[config.mk]
export PLATFORM = sky130hd
export DESIGN_NAME = fifo_queue_with_remove_by_key_flat
export DESIGN_NICKNAME = d
export VERILOG_FILES = /design/src/sv/fqrk_pkg.sv /design/src/sv/fqrk_if.sv /design/src/sv/fqrk_cell.sv /design/src/sv/fifo_queue_with_remove_by_key.sv /design/src/flat_wrapper.sv
export SDC_FILE = /design/constraint.sdc
export NUM_CORES = 1
export LEC_CHECK = 0
export ABC_CLOCK_PERIOD_IN_PS = 10200
export BUFFER_PORTS_ARGS = -buffer_cell sky130_fd_sc_hd__buf_2
export CAP_MARGIN = 40
export CORE_UTILIZATION = 55
export CTS_BUF_LIST = sky130_fd_sc_hd__clkbuf_2 sky130_fd_sc_hd__clkbuf_4 sky130_fd_sc_hd__clkbuf_8
export DETAILED_ROUTE_END_ITERATION = 10
export GPL_TIMING_DRIVEN = 0
export PLACE_DENSITY = 0.74
export SYNTH_ARGS = -nofsm -noshare
export SYNTH_HDL_FRONTEND = slang
export SYNTH_SLANG_ARGS = --single-unit
export TNS_END_PERCENT = 30
[constraint.sdc]
create_clock -name clk -period 10.2 [get_ports clk]
set_input_delay 0.51 -clock clk [delete_from_list [all_inputs] [get_ports clk]]
set_output_delay 0.51 -clock clk [all_outputs]
set_load 0.005 [all_outputs]
[src/sv/fqrk_pkg.sv]
// ----------------------------------------------------------------------------
// fqrk_pkg
// Shared types and codes for the keyed FIFO queue with removal by key.
// ----------------------------------------------------------------------------
package fqrk_pkg;

  typedef enum logic [1:0] {
    CMD_PUSH   = 2'd0,
    CMD_POP    = 2'd1,
    CMD_REMOVE = 2'd2,
    CMD_NOP    = 2'd3
  } cmd_t;

  typedef enum logic [1:0] {
    ST_DONE  = 2'd0,
    ST_FULL  = 2'd1,
    ST_EMPTY = 2'd2,
    ST_NOKEY = 2'd3
  } status_t;

  // Broadcast from the queue controller to every cell
  typedef struct packed {
    logic push_en;    // load the input item into the tail cell
    logic remove_en;  // compare keys, close up behind the first hit
  } cell_ctl_t;

endpackage

[src/sv/fqrk_if.sv]
// ----------------------------------------------------------------------------
// fqrk_if
// Valid/ready channels for the command input and the result output.
// ----------------------------------------------------------------------------
interface fqrk_in_if #(
  parameter int KEY_BITS     = 16,
  parameter int PAYLOAD_BITS = 32
);
  logic                    valid;
  logic                    ready;
  logic [1:0]              cmd;
  logic [KEY_BITS-1:0]     key_pid;
  logic [PAYLOAD_BITS-1:0] entry_payload;

  modport source (output valid, cmd, key_pid, entry_payload, input ready);
  modport sink   (input valid, cmd, key_pid, entry_payload, output ready);
endinterface

interface fqrk_out_if #(
  parameter int KEY_BITS     = 16,
  parameter int PAYLOAD_BITS = 32,
  parameter int COUNT_BITS   = 5
);
  logic                    valid;
  logic                    ready;
  logic [1:0]              status;
  logic [COUNT_BITS-1:0]   occupancy;
  logic                    head_valid;
  logic [KEY_BITS-1:0]     head_key;
  logic [PAYLOAD_BITS-1:0] head_data;

  modport source (output valid, status, occupancy, head_valid, head_key, head_data,
                  input ready);
  modport sink   (input valid, status, occupancy, head_valid, head_key, head_data,
                  output ready);
endinterface

[src/sv/fqrk_cell.sv]
// ----------------------------------------------------------------------------
// fqrk_cell
// One queue slot: holds a key and payload, loads a pushed item when it is
// the tail, or takes its right-hand neighbour's entry when closing up.
// ----------------------------------------------------------------------------
module fqrk_cell
  import fqrk_pkg::*;
#(
  parameter int KEY_BITS     = 16,
  parameter int PAYLOAD_BITS = 32
) (
  input  logic                    clk,
  input  cell_ctl_t               ctl,
  input  logic                    occ,      // slot holds a live entry
  input  logic                    tail,     // first free slot
  input  logic                    hit_in,   // a slot nearer the head is removed
  input  logic [KEY_BITS-1:0]     in_key,
  input  logic [PAYLOAD_BITS-1:0] in_data,
  input  logic [KEY_BITS-1:0]     nb_key,
  input  logic [PAYLOAD_BITS-1:0] nb_data,
  output logic [KEY_BITS-1:0]     key_o,
  output logic [PAYLOAD_BITS-1:0] data_o,
  output logic                    hit_out
);

  logic [KEY_BITS-1:0]     key_r;
  logic [PAYLOAD_BITS-1:0] data_r;
  logic                    match;

  assign match   = ctl.remove_en && occ && (key_r == in_key);
  assign hit_out = hit_in || match;
  assign key_o   = key_r;
  assign data_o  = data_r;

  always_ff @(posedge clk) begin
    if (ctl.push_en && tail) begin
      key_r  <= in_key;
      data_r <= in_data;
    end else if (hit_out) begin
      key_r  <= nb_key;
      data_r <= nb_data;
    end
  end

endmodule

[src/sv/fifo_queue_with_remove_by_key.sv]
// ----------------------------------------------------------------------------
// fifo_queue_with_remove_by_key
// Bounded ordered queue with push, pop and delete-first-match by key.
// ----------------------------------------------------------------------------
// Takes one command per clock. Each accepted item updates the row of cells at
// that edge and its result (status, occupancy, head entry) appears registered
// on the next cycle; a new item is taken whenever the result register is
// empty or being read. Each cell compares its own key; the first-match flag
// ripples along the row, so the key compare plus the QUEUE_DEPTH-long match
// chain sets the clock period. No clearing pass is needed after reset.
module fifo_queue_with_remove_by_key
  import fqrk_pkg::*;
#(
  parameter int QUEUE_DEPTH  = 16,
  parameter int KEY_BITS     = 16,
  parameter int PAYLOAD_BITS = 32
) (
  input  logic             clk,
  input  logic             rst_n,
  fqrk_in_if.sink          in_if,
  fqrk_out_if.source       out_if
);

  localparam int CW = $clog2(QUEUE_DEPTH + 1);

  logic [CW-1:0]           count_r, count_nxt;
  logic                    out_valid_r;
  status_t                 status_r, status_nxt;

  logic                    accept;
  cmd_t                    cmd;
  logic                    empty, full, found;
  cell_ctl_t               ctl;

  logic [KEY_BITS-1:0]     cell_key  [QUEUE_DEPTH];
  logic [PAYLOAD_BITS-1:0] cell_data [QUEUE_DEPTH];
  logic [QUEUE_DEPTH:0]    hit;

  assign cmd    = cmd_t'(in_if.cmd);
  assign accept = in_if.valid && in_if.ready;
  assign empty  = (count_r == '0);
  assign full   = (count_r == CW'(QUEUE_DEPTH));
  assign found  = hit[QUEUE_DEPTH];

  assign in_if.ready = !out_valid_r || out_if.ready;

  assign ctl.push_en   = accept && (cmd == CMD_PUSH);
  assign ctl.remove_en = accept && (cmd == CMD_REMOVE);
  // pop closes up from the head
  assign hit[0] = accept && (cmd == CMD_POP) && !empty;

  for (genvar i = 0; i < QUEUE_DEPTH; i++) begin : g_cell
    logic [KEY_BITS-1:0]     nb_key;
    logic [PAYLOAD_BITS-1:0] nb_data;

    if (i == QUEUE_DEPTH - 1) begin : g_last
      assign nb_key  = '0;
      assign nb_data = '0;
    end else begin : g_mid
      assign nb_key  = cell_key[i+1];
      assign nb_data = cell_data[i+1];
    end

    fqrk_cell #(
      .KEY_BITS     (KEY_BITS),
      .PAYLOAD_BITS (PAYLOAD_BITS)
    ) u_cell (
      .clk     (clk),
      .ctl     (ctl),
      .occ     (CW'(i) < count_r),
      .tail    (CW'(i) == count_r),
      .hit_in  (hit[i]),
      .in_key  (in_if.key_pid),
      .in_data (in_if.entry_payload),
      .nb_key  (nb_key),
      .nb_data (nb_data),
      .key_o   (cell_key[i]),
      .data_o  (cell_data[i]),
      .hit_out (hit[i+1])
    );
  end

  always_comb begin
    count_nxt  = count_r;
    status_nxt = ST_DONE;
    case (cmd)
      CMD_PUSH: begin
        if (full) status_nxt = ST_FULL;
        else      count_nxt  = count_r + 1'b1;
      end
      CMD_POP: begin
        if (empty) status_nxt = ST_EMPTY;
        else       count_nxt  = count_r - 1'b1;
      end
      CMD_REMOVE: begin
        if (empty)       status_nxt = ST_EMPTY;
        else if (!found) status_nxt = ST_NOKEY;
        else             count_nxt  = count_r - 1'b1;
      end
      default: ;
    endcase
  end

  always_ff @(posedge clk) begin
    if (!rst_n) begin
      count_r     <= '0;
      out_valid_r <= 1'b0;
      status_r    <= ST_DONE;
    end else begin
      if (accept) begin
        count_r  <= count_nxt;
        status_r <= status_nxt;
      end
      if (accept)             out_valid_r <= 1'b1;
      else if (out_if.ready)  out_valid_r <= 1'b0;
    end
  end

  assign out_if.valid      = out_valid_r;
  assign out_if.status     = status_r;
  assign out_if.occupancy  = count_r;
  assign out_if.head_valid = !empty;
  assign out_if.head_key   = empty ? '0 : cell_key[0];
  assign out_if.head_data  = empty ? '0 : cell_data[0];

`ifndef ASSERT_OFF
  a_count_bound: assert property (@(posedge clk) disable iff (!rst_n)
    count_r <= CW'(QUEUE_DEPTH))
    else $error("occupancy above depth");

  a_state_holds: assert property (@(posedge clk) disable iff (!rst_n)
    !accept |=> $stable(count_r))
    else $error("occupancy moved without an item");

  a_full_drop: assert property (@(posedge clk) disable iff (!rst_n)
    ctl.push_en && full |=> count_r == CW'(QUEUE_DEPTH) && status_r == ST_FULL)
    else $error("push on full queue altered the queue");

  a_empty_status: assert property (@(posedge clk) disable iff (!rst_n)
    out_valid_r && status_r == ST_EMPTY |-> count_r == '0)
    else $error("empty status with entries held");

  a_nokey_keeps: assert property (@(posedge clk) disable iff (!rst_n)
    ctl.remove_en && !empty && !found |=> $stable(count_r) && status_r == ST_NOKEY)
    else $error("missed remove changed occupancy");
`endif

endmodule
[src/flat_wrapper.sv]
// flat-port wrapper written by rule: the top's interface ports become plain ports
module fifo_queue_with_remove_by_key_flat import fqrk_pkg::*;
#(
  parameter int QUEUE_DEPTH  = 16,
  parameter int KEY_BITS     = 16,
  parameter int PAYLOAD_BITS = 32
)
  (clk, rst_n, in_if_valid, in_if_cmd, in_if_key_pid, in_if_entry_payload, in_if_ready, out_if_valid, out_if_status, out_if_occupancy, out_if_head_valid, out_if_head_key, out_if_head_data, out_if_ready);
  fqrk_in_if #(.KEY_BITS(KEY_BITS), .PAYLOAD_BITS(PAYLOAD_BITS)) in_if_i ();
  fqrk_out_if #(.KEY_BITS(KEY_BITS), .PAYLOAD_BITS(PAYLOAD_BITS)) out_if_i ();
  input  logic clk;
  input  logic rst_n;
  input wire logic [$bits(in_if_i.valid)-1:0] in_if_valid;
  input wire logic [$bits(in_if_i.cmd)-1:0] in_if_cmd;
  input wire logic [$bits(in_if_i.key_pid)-1:0] in_if_key_pid;
  input wire logic [$bits(in_if_i.entry_payload)-1:0] in_if_entry_payload;
  output wire logic [$bits(in_if_i.ready)-1:0] in_if_ready;
  output wire logic [$bits(out_if_i.valid)-1:0] out_if_valid;
  output wire logic [$bits(out_if_i.status)-1:0] out_if_status;
  output wire logic [$bits(out_if_i.occupancy)-1:0] out_if_occupancy;
  output wire logic [$bits(out_if_i.head_valid)-1:0] out_if_head_valid;
  output wire logic [$bits(out_if_i.head_key)-1:0] out_if_head_key;
  output wire logic [$bits(out_if_i.head_data)-1:0] out_if_head_data;
  input wire logic [$bits(out_if_i.ready)-1:0] out_if_ready;
  assign in_if_i.valid = in_if_valid;
  assign in_if_i.cmd = in_if_cmd;
  assign in_if_i.key_pid = in_if_key_pid;
  assign in_if_i.entry_payload = in_if_entry_payload;
  assign in_if_ready = in_if_i.ready;
  assign out_if_valid = out_if_i.valid;
  assign out_if_status = out_if_i.status;
  assign out_if_occupancy = out_if_i.occupancy;
  assign out_if_head_valid = out_if_i.head_valid;
  assign out_if_head_key = out_if_i.head_key;
  assign out_if_head_data = out_if_i.head_data;
  assign out_if_i.ready = out_if_ready;
  fifo_queue_with_remove_by_key #(.QUEUE_DEPTH(QUEUE_DEPTH), .KEY_BITS(KEY_BITS), .PAYLOAD_BITS(PAYLOAD_BITS)) u_core (.clk(clk), .rst_n(rst_n), .in_if(in_if_i), .out_if(out_if_i));
endmodule
After elaboration in Yosys (flattened, before gate mapping) --
Cells that the tools add are included.
Operators by class: add/subtract/negate cells 2, $mul 0, divide/modulo/power cells 0, order comparisons 16, eq/ne operators 38, shift operators 0, mux-type cells 78, bitwise operators 0, reductions and logical operators 93
Operators by type and width (number):
- 2-to-1 mux 32 bit | 33
- 2-to-1 mux 16 bit | 33
- equality test 16 bit | 16
- logical AND 1 bit | 53
- equality test 4 x 5 -> 1 bit, first input constant | 8
- less-than comparator 4 x 5 -> 1 bit, first input constant | 8
- nonzero test 2 bit | 17
- equality test 3 x 5 -> 1 bit, first input constant | 4
- less-than comparator 3 x 5 -> 1 bit, first input constant | 4
- 2-to-1 mux 5 bit | 4
- logical OR 1 bit | 17
- one-hot mux 5 bit (3 select lines) | 1
- equality test 2 x 5 -> 1 bit, first input constant | 2
- less-than comparator 1 x 5 -> 1 bit, first input constant | 2
- less-than comparator 2 x 5 -> 1 bit, first input constant | 2
- 2-to-1 mux 2 bit | 3
- != test 2 bit, second input constant | 3
- one-hot mux 2 bit (3 select lines) | 1
- AND reduction 6 bit | 1
- adder 5 x 1 -> 5 bit, second input constant | 1
- equality test 1 x 5 -> 1 bit, first input constant | 1
- equality test 5 bit, second input constant | 1
- logical NOT 5 bit | 1
- subtractor 5 x 1 -> 5 bit, second input constant | 1
- other kinds (7) | 10
Storage, ports and cells: register bits 776, latch bits 0, bits in writable memories 0, memory bits (read-only) 0, memories kept 0

Logic depth before layout (Yosys ltp) --
Gate-level depths: netlist of run 1.
word-level depth 25, gate-level depth with buffers 11, mapped depth without buffers 10

Modules after synthesis --
A second synthesis of run 1 with hierarchy kept.
Second synthesis, totals: cell total of the unflattened synthesis 2210, area, all modules 36756.5 um^2
By module, submodules not included:
- fqrk_cell | times used 16, cells each 127, area each 2215.9 um^2, seq. area each 1441.4 um^2
- fifo_queue_with_remove_by_key | times used 1, cells each 178, area each 1302.5 um^2, seq. area each 160.2 um^2

Least setup slack after synthesis of run 1 --
Ideal clock, no wire load.
path type input -> register, from input out_if_ready, to register u_core.g_cell[9].u_cell.data_r[0] (enable), setup time 520 ps, arrival 4459 ps, setup slack 5221 ps, cell stages on the path 6, path buffers 1, cells stage by stage nor2b_1 -> buf_2 -> inv_2 -> and2_1 -> nand3_1 -> o21ai_0
Between the ends: longest elaborated chain between the ends 16, elaborated cells on any way between the ends 38
RTL lines:
- from (decl) | RTL line flat_wrapper.sv:24 | input wire logic [$bits(out_if_i.ready)-1:0] out_if_ready;
- logical OR 1 bit (*) | RTL line fifo_queue_with_remove_by_key.sv:45 | assign in_if.ready = !out_valid_r || out_if.ready;
- net in_if_ready | RTL line flat_wrapper.sv:17 | output wire logic [$bits(in_if_i.ready)-1:0] in_if_ready;
- logical AND 1 bit (*) | RTL line fifo_queue_with_remove_by_key.sv:40 | assign accept = in_if.valid && in_if.ready;
- logical AND 1 bit | RTL line fifo_queue_with_remove_by_key.sv:48 | assign ctl.remove_en = accept && (cmd == CMD_REMOVE);
- logical AND 1 bit (2 in a row) | RTL line fqrk_cell.sv:30 | assign match = ctl.remove_en && occ && (key_r == in_key);
- logical OR 1 bit (10 in a row) | RTL line fqrk_cell.sv:31 | assign hit_out = hit_in || match;
- nonzero test 2 bit (no source line) (*)
- to (signal assigned) | RTL line fqrk_cell.sv:38 | data_r <= in_data;
- to (signal assigned) | RTL line fqrk_cell.sv:41 | data_r <= nb_data;
- to (decl) | RTL line fqrk_cell.sv:27 | logic [PAYLOAD_BITS-1:0] data_r;
The timed path passes the listed nets; every way through them passes the cells marked *. A chain may end at the register's enable or synchronous reset.

Final worst setup path of run 1 --
from register u_core.count_r[0], in the netlist u_core.out_if.occupancy[0], to register u_core.g_cell[13].u_cell.data_r[12] (enable)
Between the ends: longest elaborated chain between the ends 18, elaborated cells on any way between the ends 62
RTL lines:
- from (decl) | RTL line fifo_queue_with_remove_by_key.sv:26 | logic [CW-1:0] count_r, count_nxt;
- from (signal assigned) | RTL line fifo_queue_with_remove_by_key.sv:111 | count_r <= count_nxt;
- less-than comparator 1 x 5 -> 1 bit or logical NOT 5 bit (tied branches) | RTL line fifo_queue_with_remove_by_key.sv:70, fifo_queue_with_remove_by_key.sv:41
- logical AND 1 bit or logical NOT 1 bit (tied branches) | RTL line fqrk_cell.sv:30, fifo_queue_with_remove_by_key.sv:50
- logical AND 1 bit, on equally long branches | RTL line fqrk_cell.sv:30, fifo_queue_with_remove_by_key.sv:50
- logical OR 1 bit (14 in a row) | RTL line fqrk_cell.sv:31
- nonzero test 2 bit (no source line) (*)
- to (signal assigned) | RTL line fqrk_cell.sv:38
- to (signal assigned) | RTL line fqrk_cell.sv:41
- to (decl) | RTL line fqrk_cell.sv:27
Every way passes the cells marked *; elsewhere a longest branch is shown, timed or not.

==> results of run 1 <==
-- cells in the mapped netlist, types with 3 or more instances --
cell type and instances:
buf_6 16, nor2_1 18, clkbuf_1 91, nand4_1 30
and3_1 7, o21ai_1 4, edfxtp_1 768, or3_1 3
buf_4 17, buf_2 55, mux2i_1 5, dfxtp_1 8
nor4_1 43, ha_1 9, nor3_1 12, or2_2 3
buf_1 18, nand2b_1 6, o21ai_0 3, xnor2_1 85
inv_1 6, nand3_1 18, and2_1 104, mux2_2 720
a21oi_1 7, nand2_1 28, or4_1 3, xor2_1 172
-- cell type report --
class                   instances  area, um2
fillers                      4844      24500
flip-flops and latches        776      23200
multi-input cells            1316      12600
clock buffers                 185       2250
well taps                     864       1080
repair buffers                129       1040
plain buffers                 197        992
clock inverters                30        216
inverters                       8       30.0
diodes                          2       5.00
-- cells in the final DEF, fill, tap and decap left out, types with 3 or more instances in the layout --
cell,n
nand4_1,30
inv_1,6
clkbuf_8,137
clkinv_1,15
ha_1,9
clkinvlp_4,6
nand2_4,3
edfxtp_1,768
nand2b_4,3
or2_2,3
xor2_1,172
nand2_1,25
mux2_2,720
and3_1,7
mux2i_1,5
nor4_1,43
buf_8,13
buf_12,4
nand3_4,3
a21oi_1,7
buf_16,7
nor2_1,18
clkbuf_4,48
buf_1,18
and2_1,104
buf_6,23
nand3_1,15
dfxtp_1,8
nor3_1,12
xnor2_1,85
buf_2,152
buf_4,17
o21ai_1,4
clkinv_2,3
nand2b_1,4
clkbuf_1,91
-- state kept, by name, summed over array words and instances (netlist names) --
signal                       count
u_core.g_cell.u_cell.data_o    512
u_core.out_if.occupancy          5
u_core.out_if.status             2
u_core.g_cell.u_cell.key_o     256
u_core.out_if.valid              1
-- kinds of logic (layout without fill, tap and decap cells) --
| kind of cell | Yosys count | in the layout | share of synthesized area (%) |
|---|---|---|---|
| buf+inv | 205 | 549 | 2.78 |
| flops | 776 | 776 | 63.2 |
| xor+xnor | 257 | 257 | 6.13 |
| compound gates | 33 | 33 | 0.630 |
| simple gates | 292 | 292 | 4.71 |
| mux | 725 | 725 | 22.2 |
| fa+ha+maj | 9 | 9 | 0.307 |
| other cells | 0 | 2 | 0 |
-- layer usage --
| metal | part of all wire, % | wire length (um) | vias up | GRT usage (%) |
|---|---|---|---|---|
| met4 | 3.1 | 2810 | 2 | 10.4 |
| met5 | 0.012 | 11 | - | 0 |
| li1 | - | - | 9155 | - |
| met3 | 8.4 | 7750 | 157 | 6.74 |
| met2 | 48 | 44300 | 843 | 44.4 |
| met1 | 40 | 37000 | 10400 | 35.9 |
-- metrics by stage --
| stage | hold WS (ns) | cell area (um2) | setup WS [ns] |
|---|---|---|---|
| 2_1_floorplan | 0.485 | 36700 | 5.22 |
| 3_3_place_gp | 0.489 | 38300 | 1.82 |
| 3_5_place_dp | 0.531 | 38900 | 5.71 |
| 4_1_cts | 0.00994 | 41400 | 5.68 |
| 5_1_grt | 0.0593 | 41400 | 5.45 |
| 6_report | 0.0717 | 41400 | 5.59 |
-- path summary, 6_finish.rpt --
kind	end	from	cells after the start	slack [ns]
worst max-delay path	u_core.g_cell[13].u_cell.data_o[12]$_DFFE_PP_	u_core.out_if.occupancy[0]$_SDFFE_PN0P_	12	5.59
worst min-delay path	u_core.out_if.occupancy[4]$_SDFFE_PN0P_	rst_n	3	0.07
worst min register to register	u_core.g_cell[2].u_cell.data_o[24]$_DFFE_PP_	u_core.g_cell[3].u_cell.data_o[24]$_DFFE_PP_	1	0.54
worst max register to register	u_core.g_cell[13].u_cell.data_o[12]$_DFFE_PP_	u_core.out_if.occupancy[0]$_SDFFE_PN0P_	12	5.59
-- power groups by stage --
stage	registers [mW]	clock network [mW]	logic [mW]
floorplan	3.74	0	0.360
global placement	3.76	0	0.611
detailed placement	3.75	0	0.666
CTS	3.68	2.73	0.670
global route	3.69	2.86	0.709
finish	3.68	2.69	0.669
-- worst max-delay path: cells and delay by family, from the launching register on --
family | cells | cell delay, ns
AND/OR/NAND/NOR | 5 | 2.05
adder cells (fa/ha/maj) | 1 | 0.34
flip-flops | 1 | 0.35
AO/OA/AOI/OAI | 1 | 0.44
buffers and inverters | 5 | 1.14
-- what timing repair did --
item | in CTS | in global routing
hold endpoints to repair | 1 | 0
hold buffers | 1 | 0
endpoints found under the setup margin | 0 | 0
==> impl_metrics.json, run 1 <==
{
  "slew_headroom_pct": 36.1,
  "max_stage_delay_ns": 0.70,
  "rsz0062_at_grt": "false",
  "yosysTopAreaCell": "edfxtp_1",
  "drtIter0Drc": 1816,
  "htree_levels": 4,
  "core_mm2": 0.0659,
  "vias": 20600,
  "post-cts-setup-buffer-count": 0,
  "criticalPathCategory": "reg2reg",
  "power_frac_seq_pct": 52.3,
  "cp_max_fo": 14,
  "max_freq_mhz": 217,
  "clkSinkCount": 776,
  "syn_to_final_growth_pct": 12.8,
  "port_buffers": 95,
  "path_cells": "buf_2, inv_1, ha_1, and2_1, inv_2, nand3_1, o21a_1, nand3_2, nor3_4, nand3b_1, buf_8, buf_8",
  "grt_pass1_wl_um": 134000,
  "switching_share_pct": 24.1,
  "dieArea_mm2": 0.0678,
  "via_per_inst": 5.87,
  "finClkSkew_ns": 0.0336,
  "setup_viol": 0,
  "cts_max_path_buffers": 3,
  "pwr-share-clk_pct": 38.2,
  "synth-seq-cells": 776,
  "crit_path_end_kind": "flop",
  "min_path_type": "in2reg",
  "wire_per_inst_um": 26.2,
  "synth_edf_count": 768,
  "grt_overflow": 0,
  "syn_area_mm2": 0.0367,
  "routabilityCongestion": 0.960,
  "dr.pass1.iters": 6,
  "irDropWorstVdd_mv": 0.105,
  "cp-start-kind": "flop",
  "path_common_cell": "buf_8",
  "synth_fp_nets": 2360,
  "total_power_mw": 7.05,
  "grt_max_degree": 49,
  "clkLatencyLatePin_ns": 0.79,
  "period_share_pct": 45.2,
  "fp-row-count": 94,
  "synth_ff_type": "edfxtp_1",
  "cts-root-buf": "clkbuf_8",
  "fin_util_pct": 62.9,
  "critPathArrivalTime_ns": 5.14,
  "p_sw_mw": 1.70,
  "required_ns": 10.73,
  "internal-power_mw": 5.35,
  "seq_area_frac_synth_pct": 63.2,
  "die_w_um": 260,
  "start_util_pct": 55.8,
  "dpl.hpwl_um": 65200,
  "routed_wl_um": 91800,
  "dp_cells": 3287,
  "drive_gt1_share_pct": 44.0,
  "power_density_mw_per_mm2": 170,
  "postSynthAreaPerCell_um2": 16.0,
  "tns_ns": 0,
  "tritoncts": "built",
  "grt_usage_pct": 27.5,
  "async_flop_share_pct": 0,
  "finalNonFillerCells": 3507,
  "antenna_found_initial": 2,
  "yosysTopAreaCellShare_pct": 62.8,
  "ant_nets": 0,
  "cts_buffers": 133,
  "p_leak_nw": 13.9,
  "drcViolationCount": 0,
  "slowest_stage": "nand3b_1",
  "outcome": "complete, no violations",
  "yosys_warnings": 0,
  "cts_resized": 0,
  "finalHoldViolations": 0,
  "nets": 2624,
  "io-pin-count": 112,
  "final.min_clock_period_ns": 4.61,
  "maxCapViolations": 0,
  "yosys-top-cells-area": "edfxtp_1 63%, mux2_2 22%, xor2_1 4.1%",
  "drv_slew": 0,
  "netlist_instances": 2297,
  "ys_types": 61,
  "combinationalPowerShare_pct": 9.5,
  "first_global_vias": 21400,
  "worst_pin_slew_ns": 0.951,
  "die_y_um": 260,
  "clk_pin_slew_ns": 0.06
}
Note: power is estimated with default switching activity, not from simulation.
==> run 2, diff against run 1 <==
- ABC_AREA: not set -> 1
- ABC_CLOCK_PERIOD_IN_PS: 10200 -> 4800
- clock period: 10.2 -> 4.8 ns (I/O delays scaled with it)
==> impl_metrics.json, run 2 <==
{
  "drtIter0Drc": 3220,
  "post-place-ws_ns": 0.507,
  "slowest_stage": "nand3_4",
  "largest_register_ffs": 512,
  "min_path_type": "in2reg",
  "rsz0062_at_grt": "false",
  "seq_area_frac_synth_pct": 65.6,
  "tritoncts": "built",
  "die_w_um": 256,
  "cts_max_path_buffers": 3,
  "ant_nets": 0,
  "fin_ws_ns": 0.421,
  "async_flop_share_pct": 0,
  "setup_viol": 0,
  "synth_common_cells": "829 x nand2_1, 768 x edfxtp_1, 583 x o21ai_0, 293 x nor2_1, 212 x clkbuf_1",
  "final_common_cell": "nand2_1",
  "postSynthAreaPerCell_um2": 10.4,
  "clk_pin_slew_ns": 0.06,
  "max_stage_delay_ns": 0.67,
  "path_cells": "clkbuf_1, inv_2, ha_1, clkinv_1, nor2_8, inv_2, nand3_2, nand2_1, nor2_4, nand4_4, nor2_4, nand4_1, nor2_2, nand4_1, nor2_2, nand3_4",
  "yosysTopAreaCell": "edfxtp_1",
  "cp-start-kind": "flop",
  "netlist_instances": 3405,
  "yosysTopAreaCellShare_pct": 65.1,
  "finClkSkew_ns": 0.0329,
  "fp-row-count": 92,
  "drcViolationCount": 0,
  "finalHoldViolations": 0,
  "finalNonFillerCells": 4621,
  "fillers": 5045,
  "dpl.hpwl_um": 72600,
  "vias": 27000,
  "grt_usage_pct": 30.7,
  "htree_levels": 3,
  "core_mm2": 0.0633,
  "criticalPathCategory": "reg2reg",
  "yosys_warnings": 0,
  "design_area_mm2": 0.0400,
  "period_share_pct": 91.2,
  "power_density_mw_per_mm2": 359,
  "synth_edf_count": 768,
  "via_per_inst": 5.84,
  "post-cts-setup-buffer-count": 0,
  "clkSinkCount": 776,
  "port_buffers": 99,
  "fin_util_pct": 63.2,
  "cts_buffers": 120,
  "die_y_um": 256,
  "antenna_found_initial": 1,
  "grt_overflow": 0,
  "crit_buf_inv": 4,
  "maxCapViolations": 0,
  "synth_ff_type": "edfxtp_1",
  "grt_max_degree": 49,
  "cts-root-buf": "clkbuf_8",
  "synth-seq-cells": 776,
  "ys_types": 38,
  "syn_to_final_growth_pct": 13.1,
  "syn_area_mm2": 0.0354,
  "nets": 3747,
  "synth_most_common_cell": "nand2_1",
  "wire_per_inst_um": 21.7,
  "final.min_clock_period_ns": 4.38,
  "p_leak_nw": 15.5,
  "io-pin-count": 112,
  "synth_fp_nets": 3468,
  "multi_input_area_mm2": 0.0106,
  "worst_pin_slew_ns": 0.902,
  "required_ns": 5.02,
  "cp_max_fo": 48,
  "placed_area_mm2": 0.0374,
  "start_util_pct": 55.9,
  "max_freq_mhz": 228,
  "routabilityCongestion": 0.933,
  "grt_pass1_wl_um": 152000,
  "dr.pass1.iters": 8,
  "cp_top_family": "simple AND/OR/NAND/NOR gates",
  "cts_resized": 0,
  "clkLatencyLatePin_ns": 0.77,
  "irDropWorstVdd_mv": 0.243,
  "outcome": "complete, no violations",
  "layout_common_cells": "822 x nand2_1, 768 x edfxtp_1, 583 x o21ai_0, 293 x nor2_1, 212 x clkbuf_1",
  "crit_path_end_kind": "flop",
  "critPathArrivalTime_ns": 4.60,
  "drv_slew": 0,
  "dieArea_mm2": 0.0654,
  "first_global_vias": 26100,
  "drive_gt1_share_pct": 10.3,
  "timing.hold.ws_ns": 0.0356,
  "slew_headroom_pct": 39.4,
  "seq_area_mm2": 0.0232,
  "routed_wl_um": 100000,
  "dp_cells": 4374,
  "yosys-top-cells-area": "edfxtp_1 65%, nand2_1 8.8%, o21ai_0 8.2%"
}
run 2: power by group:
group	internal, mW	switching (mW)	leakage, nW
logic	0.369	0.839	7.36
clock network	2.71	2.64	1.20
registers	7.70	0.0983	6.98
run 2: stage by stage:
stage	total power, mW	TNS, ns
final	14.4	0
after global routing	14.8	0
after CTS	14.4	0
after detailed placement	9.11	0
after global placement	9.05	-229.75
after floorplan	8.59	0
run 2: worst paths after layout:
check        cells past startpoint                                     from                                             to  slack (ns)
max reg2reg                     16  u_core.out_if.occupancy[0]$_SDFFE_PN0P_  u_core.g_cell[14].u_cell.data_o[17]$_DFFE_PP_        0.42
max                             16  u_core.out_if.occupancy[0]$_SDFFE_PN0P_  u_core.g_cell[14].u_cell.data_o[17]$_DFFE_PP_        0.42
min                              3                  in_if_entry_payload[28]  u_core.g_cell[14].u_cell.data_o[28]$_DFFE_PP_        0.04
min reg2reg                      2     u_core.out_if.status[0]$_SDFFE_PN0P_           u_core.out_if.status[0]$_SDFFE_PN0P_        0.47
run 2: what timing repair did:
action                     CTS  global route
setup endpoints to repair    0             0
hold endpoints to repair   137             0
hold buffers                33             0
run 2: kinds of logic after synthesis:
logic type	Yosys count	share of synthesized area (%)
buffers and inverters	427	4.63
DFF	776	65.6
adders and majority gates	9	0.318
and+or+nand+nor	1286	14.8
xor gates and xnor gates	169	4.18
AOI/OAI and AO/OA	738	10.5
run 2: worst register-to-register path, stage by stage, from the launching register on:
cell      delay, ns
dfxtp_1        0.34
clkbuf_1       0.22
inv_2          0.23
ha_1           0.31
clkinv_1       0.22
nor2_8         0.20
inv_2          0.08
nand3_2        0.13
nand2_1        0.11
nor2_4         0.16
nand4_4        0.13
nor2_4         0.17
nand4_1        0.14
nor2_2         0.22
nand4_1        0.17
nor2_2         0.26
nand3_4        0.67
run 2: area by class of cell:
type                    instances  area share, %
flip-flops and latches        776           58.0
multi-input cells            2202           26.5
clock buffers                 161           4.93
repair buffers                157           3.12
well taps                     846           2.64
plain buffers                 250           2.43
inverters                     177           1.66
clock inverters                51          0.681
diodes                          1        0.00625
run 2: metal layers:
metal	wire length, um	track usage (%)
met4	4660	13.8
met5	0	0
met1	40200	41.1
met3	9220	5.96
met2	46300	49.0
